### src/hw/rtl/wfba_pkg.sv
// wfba_pkg: shared constants, request codes, controller states and the
// command and status structs between the controller and the datapath
// no dependencies
package wfba_pkg;

   localparam int MAX_BLOCKS    = 16;
   localparam int SIZE_WIDTH    = 16;
   localparam int IDX_WIDTH     = (MAX_BLOCKS > 1) ? $clog2(MAX_BLOCKS) : 1;
   localparam int CNT_WIDTH     = $clog2(MAX_BLOCKS + 1);
   localparam int ACTIVE_WIDTH  = 5;
   localparam int TYPE_WIDTH    = 1;
   localparam int BLKNUM_WIDTH  = 4;
   localparam int LEFTOVER_WIDTH = 16;
   localparam int SIZEIN_WIDTH  = 16;
   localparam int SPAN_WIDTH    = (CNT_WIDTH > ACTIVE_WIDTH) ? CNT_WIDTH : ACTIVE_WIDTH;

   typedef enum logic [TYPE_WIDTH-1:0] {
      REQ_LOAD  = 1'b0,
      REQ_ALLOC = 1'b1
   } req_kind_type;

   typedef enum logic [2:0] {
      ST_IDLE,
      ST_DISPATCH,
      ST_SCAN,
      ST_COMMIT,
      ST_EMIT
   } ctrl_state_type;

   typedef struct packed {
      logic capture;
      logic start;
      logic step;
      logic commit;
      logic emit;
   } dp_cmd_type;

   typedef struct packed {
      logic is_alloc;
      logic span_zero;
      logic scan_last;
      logic out_free;
   } dp_sts_type;

endpackage

### src/hw/rtl/wfba_ctrl.sv
// wfba_ctrl: sequencer that accepts a word, steps the table scan and hands
// the result to the output register
// depends on wfba_pkg
module wfba_ctrl (
   input  logic                clock,
   input  logic                reset,
   input  logic                req_valid,
   output logic                req_stall,
   output logic                csr_ready,
   input  wfba_pkg::dp_sts_type sts,
   output wfba_pkg::dp_cmd_type cmd
);
   import wfba_pkg::*;

   ctrl_state_type state_ff;
   ctrl_state_type state_in;

   always_ff @(posedge clock) begin
      if (reset) begin
         state_ff <= ST_IDLE;
      end else begin
         state_ff <= state_in;
      end
   end

   always_comb begin
      state_in  = state_ff;
      cmd       = '0;
      req_stall = 1'b1;
      csr_ready = 1'b0;
      unique case (state_ff)
         ST_IDLE: begin
            req_stall = 1'b0;
            csr_ready = 1'b1;
            if (req_valid) begin
               cmd.capture = 1'b1;
               cmd.start   = 1'b1;
               state_in    = ST_DISPATCH;
            end
         end
         ST_DISPATCH: begin
            priority if (!sts.is_alloc) begin
               cmd.commit = 1'b1;
               state_in   = ST_EMIT;
            end else if (sts.span_zero) begin
               state_in = ST_EMIT;
            end else begin
               state_in = ST_SCAN;
            end
         end
         ST_SCAN: begin
            cmd.step = 1'b1;
            if (sts.scan_last) begin
               state_in = ST_COMMIT;
            end
         end
         ST_COMMIT: begin
            cmd.commit = 1'b1;
            state_in   = ST_EMIT;
         end
         ST_EMIT: begin
            if (sts.out_free) begin
               cmd.emit = 1'b1;
               state_in = ST_IDLE;
            end
         end
         default: begin
            state_in = ST_IDLE;
         end
      endcase
   end

   // scan only runs over a nonempty span
   assert property (@(posedge clock) disable iff (reset)
      (state_ff == ST_SCAN) |-> !sts.span_zero)
      else $error("scan entered with empty span");

   // an accepted word always leads to dispatch next
   assert property (@(posedge clock) disable iff (reset)
      (req_valid && !req_stall) |=> (state_ff == ST_DISPATCH))
      else $error("accepted word not dispatched");

   // a load never scans
   assert property (@(posedge clock) disable iff (reset)
      (state_ff == ST_DISPATCH && !sts.is_alloc) |=> (state_ff == ST_EMIT))
      else $error("load took the scan path");

endmodule

### src/hw/rtl/wfba_dpath.sv
// wfba_dpath: free size table, item registers, worst-fit scan registers
// and the result register
// depends on wfba_pkg
module wfba_dpath (
   input  logic                                  clock,
   input  logic                                  reset,
   input  wfba_pkg::dp_cmd_type                  cmd,
   output wfba_pkg::dp_sts_type                  sts,
   input  logic                                  csr_we,
   input  logic [wfba_pkg::ACTIVE_WIDTH-1:0]     csr_data,
   input  logic [wfba_pkg::TYPE_WIDTH-1:0]       in_type,
   input  logic [wfba_pkg::BLKNUM_WIDTH-1:0]     in_index,
   input  logic [wfba_pkg::SIZEIN_WIDTH-1:0]     in_size,
   input  logic                                  out_stall,
   output logic                                  out_valid,
   output logic                                  out_granted,
   output logic [wfba_pkg::BLKNUM_WIDTH-1:0]     out_number,
   output logic [wfba_pkg::LEFTOVER_WIDTH-1:0]   out_leftover
);
   import wfba_pkg::*;

   logic [ACTIVE_WIDTH-1:0]  active_ff;
   logic [MAX_BLOCKS-1:0]    tbl_vld_ff;
   logic [SIZE_WIDTH-1:0]    tbl_data_ff [MAX_BLOCKS];

   req_kind_type             item_kind_ff;
   logic [BLKNUM_WIDTH-1:0]  item_idx_ff;
   logic [SIZE_WIDTH-1:0]    item_size_ff;

   logic [IDX_WIDTH-1:0]     scan_idx_ff;
   logic [CNT_WIDTH-1:0]     span_ff;
   logic [IDX_WIDTH-1:0]     best_idx_ff;
   logic [SIZE_WIDTH-1:0]    best_size_ff;
   logic                     found_ff;

   logic                     rsp_valid_ff;
   logic                     rsp_granted_ff;
   logic [BLKNUM_WIDTH-1:0]  rsp_number_ff;
   logic [LEFTOVER_WIDTH-1:0] rsp_leftover_ff;

   logic [SIZE_WIDTH-1:0]    rd_size;
   logic                     rd_better;
   logic [CNT_WIDTH-1:0]     span_in;
   logic [SIZE_WIDTH-1:0]    remain;
   logic [IDX_WIDTH-1:0]     load_addr;
   logic                     load_in_range;
   logic                     out_free;

   always_comb begin
      if (SPAN_WIDTH'(active_ff) > SPAN_WIDTH'(MAX_BLOCKS)) begin
         span_in = CNT_WIDTH'(MAX_BLOCKS);
      end else begin
         span_in = CNT_WIDTH'(active_ff);
      end
   end

   assign rd_size   = tbl_vld_ff[scan_idx_ff] ? tbl_data_ff[scan_idx_ff] : '0;
   assign rd_better = (rd_size >= item_size_ff) && (!found_ff || (rd_size > best_size_ff));
   assign remain    = best_size_ff - item_size_ff;
   assign load_addr = IDX_WIDTH'(item_idx_ff);
   assign load_in_range = (32'(item_idx_ff) < MAX_BLOCKS);
   assign out_free  = !rsp_valid_ff || !out_stall;

   assign sts.is_alloc  = (item_kind_ff == REQ_ALLOC);
   assign sts.span_zero = (span_ff == '0);
   assign sts.scan_last = ((CNT_WIDTH'(scan_idx_ff) + 1'b1) == span_ff);
   assign sts.out_free  = out_free;

   always_ff @(posedge clock) begin
      if (reset) begin
         active_ff <= '0;
      end else if (csr_we) begin
         active_ff <= csr_data;
      end
   end

   // valid bits give the all-zero reset view of the table
   always_ff @(posedge clock) begin
      if (reset) begin
         tbl_vld_ff <= '0;
      end else if (cmd.commit) begin
         if (item_kind_ff == REQ_LOAD) begin
            if (load_in_range) begin
               tbl_vld_ff[load_addr] <= 1'b1;
            end
         end else if (found_ff) begin
            tbl_vld_ff[best_idx_ff] <= 1'b1;
         end
      end
   end

   always_ff @(posedge clock) begin
      if (cmd.commit) begin
         if (item_kind_ff == REQ_LOAD) begin
            if (load_in_range) begin
               tbl_data_ff[load_addr] <= item_size_ff;
            end
         end else if (found_ff) begin
            tbl_data_ff[best_idx_ff] <= remain;
         end
      end
   end

   always_ff @(posedge clock) begin
      if (cmd.capture) begin
         item_kind_ff <= req_kind_type'(in_type);
         item_idx_ff  <= in_index;
         item_size_ff <= SIZE_WIDTH'(in_size);
      end
   end

   always_ff @(posedge clock) begin
      if (reset) begin
         found_ff    <= 1'b0;
         scan_idx_ff <= '0;
         span_ff     <= '0;
      end else if (cmd.start) begin
         found_ff    <= 1'b0;
         scan_idx_ff <= '0;
         span_ff     <= span_in;
      end else if (cmd.step) begin
         scan_idx_ff <= scan_idx_ff + 1'b1;
         if (rd_better) begin
            found_ff <= 1'b1;
         end
      end
   end

   always_ff @(posedge clock) begin
      if (cmd.step && rd_better) begin
         best_idx_ff  <= scan_idx_ff;
         best_size_ff <= rd_size;
      end else if (cmd.commit && item_kind_ff == REQ_ALLOC && found_ff) begin
         best_size_ff <= remain;
      end
   end

   always_ff @(posedge clock) begin
      if (reset) begin
         rsp_valid_ff <= 1'b0;
      end else if (cmd.emit) begin
         rsp_valid_ff <= 1'b1;
      end else if (!out_stall) begin
         rsp_valid_ff <= 1'b0;
      end
   end

   always_ff @(posedge clock) begin
      if (cmd.emit) begin
         if (item_kind_ff == REQ_LOAD) begin
            rsp_granted_ff  <= 1'b0;
            rsp_number_ff   <= item_idx_ff;
            rsp_leftover_ff <= load_in_range ? LEFTOVER_WIDTH'(item_size_ff) : '0;
         end else if (found_ff) begin
            rsp_granted_ff  <= 1'b1;
            rsp_number_ff   <= BLKNUM_WIDTH'(best_idx_ff);
            rsp_leftover_ff <= LEFTOVER_WIDTH'(best_size_ff);
         end else begin
            rsp_granted_ff  <= 1'b0;
            rsp_number_ff   <= '0;
            rsp_leftover_ff <= '0;
         end
      end
   end

   assign out_valid    = rsp_valid_ff;
   assign out_granted  = rsp_granted_ff;
   assign out_number   = rsp_number_ff;
   assign out_leftover = rsp_leftover_ff;

   // the result register is never overwritten while a word waits in it
   assert property (@(posedge clock) disable iff (reset)
      cmd.emit |-> out_free)
      else $error("result register overwritten");

   // the scan pointer stays inside the active span
   assert property (@(posedge clock) disable iff (reset)
      cmd.step |-> (CNT_WIDTH'(scan_idx_ff) < span_ff))
      else $error("scan pointer beyond span");

   // a granted block holds the reduced size after the update
   assert property (@(posedge clock) disable iff (reset)
      (cmd.commit && item_kind_ff == REQ_ALLOC && found_ff) |=>
      (tbl_vld_ff[best_idx_ff] && tbl_data_ff[best_idx_ff] == best_size_ff))
      else $error("table update mismatch");

   // the best candidate always satisfies the request
   assert property (@(posedge clock) disable iff (reset)
      (cmd.commit && item_kind_ff == REQ_ALLOC && found_ff) |->
      (best_size_ff >= item_size_ff))
      else $error("chosen block too small");

endmodule

### src/hw/rtl/worst_fit_block_allocator_core.sv
// worst_fit_block_allocator_core: top level of the worst-fit block allocator
// depends on wfba_pkg, wfba_ctrl, wfba_dpath
//
//   channel  handshake           word
//   req      req_valid/stall     req_type, req_block_index, req_size_value
//   rsp      rsp_valid/stall     rsp_granted, rsp_block_number, rsp_leftover
//   csr      csr_valid/ready     csr_active_blocks
//
// load word: accept, dispatch and emit, then the result register
// allocate word: dispatch, a scan over n = active blocks (max 16), commit and emit; no scan when n is 0
// one word in flight; req_stall is low only while the sequencer is idle
// a finished result waits in the output register while the next word is taken
// synchronous reset clears the table view, active_blocks and all control state
module worst_fit_block_allocator_core (
   input  logic                                clock,
   input  logic                                reset,
   input  logic                                req_valid,
   output logic                                req_stall,
   input  logic [wfba_pkg::TYPE_WIDTH-1:0]     req_type,
   input  logic [wfba_pkg::BLKNUM_WIDTH-1:0]   req_block_index,
   input  logic [wfba_pkg::SIZEIN_WIDTH-1:0]   req_size_value,
   output logic                                rsp_valid,
   input  logic                                rsp_stall,
   output logic                                rsp_granted,
   output logic [wfba_pkg::BLKNUM_WIDTH-1:0]   rsp_block_number,
   output logic [wfba_pkg::LEFTOVER_WIDTH-1:0] rsp_leftover,
   input  logic                                csr_valid,
   output logic                                csr_ready,
   input  logic [wfba_pkg::ACTIVE_WIDTH-1:0]   csr_active_blocks
);
   import wfba_pkg::*;

   dp_cmd_type cmd;
   dp_sts_type sts;

   wfba_ctrl u_ctrl (
      .clock     (clock),
      .reset     (reset),
      .req_valid (req_valid),
      .req_stall (req_stall),
      .csr_ready (csr_ready),
      .sts       (sts),
      .cmd       (cmd)
   );

   wfba_dpath u_dpath (
      .clock        (clock),
      .reset        (reset),
      .cmd          (cmd),
      .sts          (sts),
      .csr_we       (csr_valid && csr_ready),
      .csr_data     (csr_active_blocks),
      .in_type      (req_type),
      .in_index     (req_block_index),
      .in_size      (req_size_value),
      .out_stall    (rsp_stall),
      .out_valid    (rsp_valid),
      .out_granted  (rsp_granted),
      .out_number   (rsp_block_number),
      .out_leftover (rsp_leftover)
   );

endmodule

### config.mk
export PLATFORM = sky130hd
export DESIGN_NAME = worst_fit_block_allocator_core
export DESIGN_NICKNAME = d
export VERILOG_FILES = /design/src/hw/rtl/wfba_pkg.sv /design/src/hw/rtl/wfba_ctrl.sv /design/src/hw/rtl/wfba_dpath.sv /design/src/hw/rtl/worst_fit_block_allocator_core.sv
export SDC_FILE = /design/constraint.sdc
export NUM_CORES = 1
export LEC_CHECK = 0
export BUFFER_PORTS_ARGS = -buffer_cell sky130_fd_sc_hd__buf_2
export CAP_MARGIN = 15
export CORE_ASPECT_RATIO = 0.6
export CORE_MARGIN = 10
export CORE_UTILIZATION = 57
export DETAILED_ROUTE_END_ITERATION = 6
export HOLD_SLACK_MARGIN = 0.05
export PLACE_DENSITY = 0.74
export SYNTH_ARGS = -nofsm -noshare
export SYNTH_HDL_FRONTEND = slang
export SYNTH_SLANG_ARGS = --single-unit
export TNS_END_PERCENT = 20
### constraint.sdc
create_clock -name clock -period 6.7 [get_ports clock]
set_clock_uncertainty 0.2 [all_clocks]
set_input_delay 0 -clock clock [delete_from_list [all_inputs] [get_ports clock]]
set_output_delay 0 -clock clock [all_outputs]
set_load 0.005 [all_outputs]
==> results_tabular.tex <==
\begin{tabular}{lr}
\hline
Metric & Value \\
\hline
\multicolumn{2}{l}{\textbf{Drt}} \\
Post-DRT Antenna Nets & 0 \\
First-pass detailed-route iteration total & 5 \\
Initial drt markers & 1121 \\
Via density & 6.10 \\
Routed Wire Length & 37500 um \\
Average wire per cell in the routed design & 24.9 um \\
Post-route DRC violation count & 0 \\
Detailed-route via count & 9201 \\
\multicolumn{2}{l}{\textbf{Worst setup path}} \\
Maximum net fanout on the critical path & 38 \\
Reg-to-reg critical path endpoint & u\_dpath.best\_size\_ff[3] \\
CP Launch Type & flip-flop \\
Crit Path Class & flip-flop to flip-flop \\
Endpoint class of the critical path & flip-flop \\
Endpoint arrival time on the critical path & 5.33 ns \\
Worst-case reg-to-reg path depth & 13 \\
Worst-case register-to-register setup slack & 1.36 ns \\
Critical Path Sink & u\_dpath.best\_size\_ff[3] \\
Required time reported for the critical path endpoint & 6.69 ns \\
\multicolumn{2}{l}{\textbf{Synthesis}} \\
Mapped Nets & 1047 \\
Synthesized instance count & 967 \\
Arithmetic-cell share of the synthesized area counting full adders, half adders and majority gates & 4.01\% \\
Distinct cell type count of the synthesized netlist & 53 \\
XOR/XNOR share of the synthesized area & 1.24\% \\
Number of flops mapped to enable cells by yosys & 318 \\
Mapped Area & 15500 um\^{}2 \\
Complex-gate fraction of the synthesized area & 5.08\% \\
Async set or reset register ratio after synthesis & 0\% \\
Synthesized-area fraction occupied by and/or/nand/nor cells & 5.90\% \\
Mean post-synth cell area & 16.0 um\^{}2 \\
Flops \& latches, synth & 357 \\
Main combinational cell family by area after synthesis & multiplexers \\
Commonest register cell after synthesis & edfxtp\_1 \\
Yosys warning count & 0 \\
Sequential fraction of the synthesis area & 66.7\% \\
Mux share of post-synthesis cell area & 14.5\% \\
\multicolumn{2}{l}{\textbf{GRT}} \\
Number of global-route vias before repair & 9376 \\
Number of antenna violations at the first check in global routing & 1 \\
Pin count of the biggest net entering global routing & 39 \\
Residual overflow from global routing & 0 \\
All-Layer GR Usage & 21.9\% \\
First-pass GRT wire length & 57100 um \\
\multicolumn{2}{l}{\textbf{Timing}} \\
Unrepaired setup endpoints after global routing & false \\
Ratio of final minimum period to clock period & 79.7\% \\
Final hold viol count & 0 \\
Final number of max-transition violations & 0 \\
Worst-Margin Slew & 0.999 ns \\
Max-slew headroom at the worst pin & 33.4\% \\
Accumulated negative setup slack & 0 ns \\
Worst hold-check slack & 0.124 ns \\
Fmax & 187 MHz \\
Final critical delay including setup and external delays & 5.34 ns \\
Finish-stage setup viols & 0 \\
\multicolumn{2}{l}{\textbf{Clock tree}} \\
Setup Fix Bufs, Post-CTS & 0 \\
Worst-skew pair later-pin latency & 0.59 ns \\
TritonCTS clock tree & yes \\
Total number of clock tree sinks & 357 \\
Deepest clock path buffer count & 3 \\
Number of H-tree levels & 1 \\
Clock buffer count from CTS & 31 \\
Clk Tree Root Cell & clkbuf\_16 \\
Clock edge transition at the registers on the reported setup and hold paths & 0.07 ns \\
\multicolumn{2}{l}{\textbf{Power and ir drop}} \\
Pwr per Cell Area & 253 nW/um\^{}2 \\
Worst IR Drop VDD & 0.247 mV \\
Static Leakage & 6.32 nW \\
\multicolumn{2}{l}{\textbf{Run status}} \\
Result of the run & completed \\
\multicolumn{2}{l}{\textbf{Floorplan}} \\
I/O Pins & 55 \\
Die X-Extent & 233 um \\
Initial core utilization & 58.2\% \\
Core box area & 26600 um\^{}2 \\
Floorplan die area & 34400 um\^{}2 \\
Row count & 46 \\
Die extent in y & 148 um \\
\multicolumn{2}{l}{\textbf{Place}} \\
Gp weighted congestion & 0.922 \\
Post-place instance area & 16300 um\^{}2 \\
HPWL after DPL & 22800 um \\
Number of port buffers & 54 \\
Cell total after placement & 1381 \\
\multicolumn{2}{l}{\textbf{Final layout}} \\
P\&R area growth vs syn & 17.3\% \\
Share of post-route cells with drive strength above 1 & 23.1\% \\
Non-filler instance count after layout & 1509 \\
Final \#Nets & 1204 \\
Post-route core utilization & 68.3\% \\
Area of all placed cells without fillers & 18200 um\^{}2 \\
\multicolumn{2}{l}{\textbf{Flow run}} \\
Number of max-cap violations & 0 \\
\multicolumn{2}{l}{\textbf{Min path}} \\
Hold Crit Class & input port to flip-flop \\
\hline
\end{tabular}
-- how the worst min path moves through the flow --
stage          slack (ns)          startpoint                       end  depth (start not counted)
2_1_floorplan       -0.10  req_block_index[0]    u_dpath.item_idx_ff[0]                          0
3_3_place_gp        -0.02   req_size_value[7]   u_dpath.item_size_ff[7]                          1
3_5_place_dp        -0.02  req_size_value[10]  u_dpath.item_size_ff[10]                          1
4_1_cts               0.1           rsp_stall        u_ctrl.state_ff[2]                          4
5_1_grt              0.17           rsp_stall        u_ctrl.state_ff[2]                          4
6_report             0.12           rsp_stall        u_ctrl.state_ff[2]                          4
-- power by group --
part | switching (mW) | internal [mW]
sequential | 0.0182 | 2.45
clock | 0.817 | 1.07
combinational | 0.128 | 0.0998
-- flip-flops by register name, summed over array words and instances (netlist names), 3 cells and up, named ones only --
signal                cells
u_ctrl.state_ff           3
u_dpath.tbl_vld_ff       16
u_dpath.active_ff         5
u_dpath.best_idx_ff       4
u_dpath.tbl_data_ff     256
u_dpath.item_idx_ff       4
u_dpath.scan_idx_ff       4
u_dpath.out_leftover     16
u_dpath.span_ff           5
u_dpath.item_size_ff     16
u_dpath.out_number        4
u_dpath.best_size_ff     16
-- cell usage after synthesis (all sizes together), types with 3 or more instances --
| cell type | count | share of area (%) |
|---|---|---|
| and3 | 5 | 0.20 |
| nor2 | 58 | 1.4 |
| a31oi | 4 | 0.16 |
| a211oi | 6 | 0.29 |
| and2 | 10 | 0.42 |
| mux2i | 24 | 1.6 |
| buf | 17 | 0.86 |
| a21oi | 36 | 1.2 |
| ha | 48 | 3.9 |
| nand3 | 10 | 0.32 |
| nand4 | 5 | 0.20 |
| xnor2 | 18 | 1.0 |
| o21ba | 8 | 0.52 |
| dfxtp | 39 | 5.0 |
| mux2 | 20 | 1.5 |
| nor3b | 3 | 0.15 |
| o211ai | 11 | 0.53 |
| nand3b | 5 | 0.24 |
| a21o | 4 | 0.19 |
| nand2b | 7 | 0.28 |
| nand2 | 70 | 1.7 |
| inv | 50 | 1.2 |
| mux4 | 77 | 11 |
| edfxtp | 318 | 62 |
| nor2b | 7 | 0.28 |
| xor2 | 4 | 0.23 |
| nor3 | 10 | 0.32 |
| clkbuf | 22 | 0.53 |
| o21ai | 51 | 1.6 |
-- what timing repair did --
item	CTS	global route
hold buffers	67	0
setup endpoints to repair	0	0
hold endpoints to repair	81	0
gates resized for setup	0	0
-- per-layer routing --
layer | track usage [%] | part of all wire [%] | up-vias
met5 | 0 | 0 | -
met4 | 5.11 | 2.0 | 0
met3 | 4.11 | 8.0 | 59
met2 | 34.3 | 47 | 427
met1 | 31.5 | 43 | 4658
li1 | - | - | 4057
-- layout make-up --
cell class | count | area (um^2)
timing repair buffer | 163 | 1320
clock buffer | 35 | 821
sequential | 357 | 10300
inverter | 50 | 188
tap | 360 | 450
clock inverter | 22 | 251
antenna | 1 | 2.50
multi-input combinational | 521 | 4800
fill | 1755 | 8430
-- stage by stage --
stage | setup WS, ns | total power, mW
global placement | 1.67 | 2.70
CTS | 1.37 | 4.60
detailed placement | 1.40 | 2.71
global route | 1.05 | 4.73
floorplan | 2.05 | 2.63
finish | 1.36 | 4.59
-- worst max-delay path: stages (launching register included) --
cell	delay [ns]
dfxtp_2	0.99
buf_4	0.37
mux4_2	0.31
mux2_2	0.28
o211ai_1	0.27
inv_1	0.12
ha_1	0.32
nand4_1	0.11
or4_1	0.55
a21oi_1	0.14
nor4b_1	0.07
a211oi_1	0.30
o31a_1	0.20
nand2b_1	0.70
-- layout by cell type, fill, tap and decap left out, drive strengths merged, types with 35 or more instances in the layout --
master       synthesis  layout
mux4                77      77
ha                  48      48
nand2               70      70
o21ai               51      51
a21oi               36      36
clkbuf              22      35
dlygate4sd3          0      67
dfxtp               39      39
inv                 50      50
nor2                58      58
edfxtp             318     318
buf                 17      96
-- cell families (layout without fill, tap and decap cells) --
group / after synthesis / in the layout
muxes: 121 / 121
other: 0 / 1
adders and majority gates: 49 / 49
buffers and inverters: 89 / 270
AOI/OAI and AO/OA: 131 / 131
xor gates and xnor gates: 22 / 22
and+or+nand+nor: 198 / 198
DFF: 357 / 357
Power figures use the tool's default switching activity.
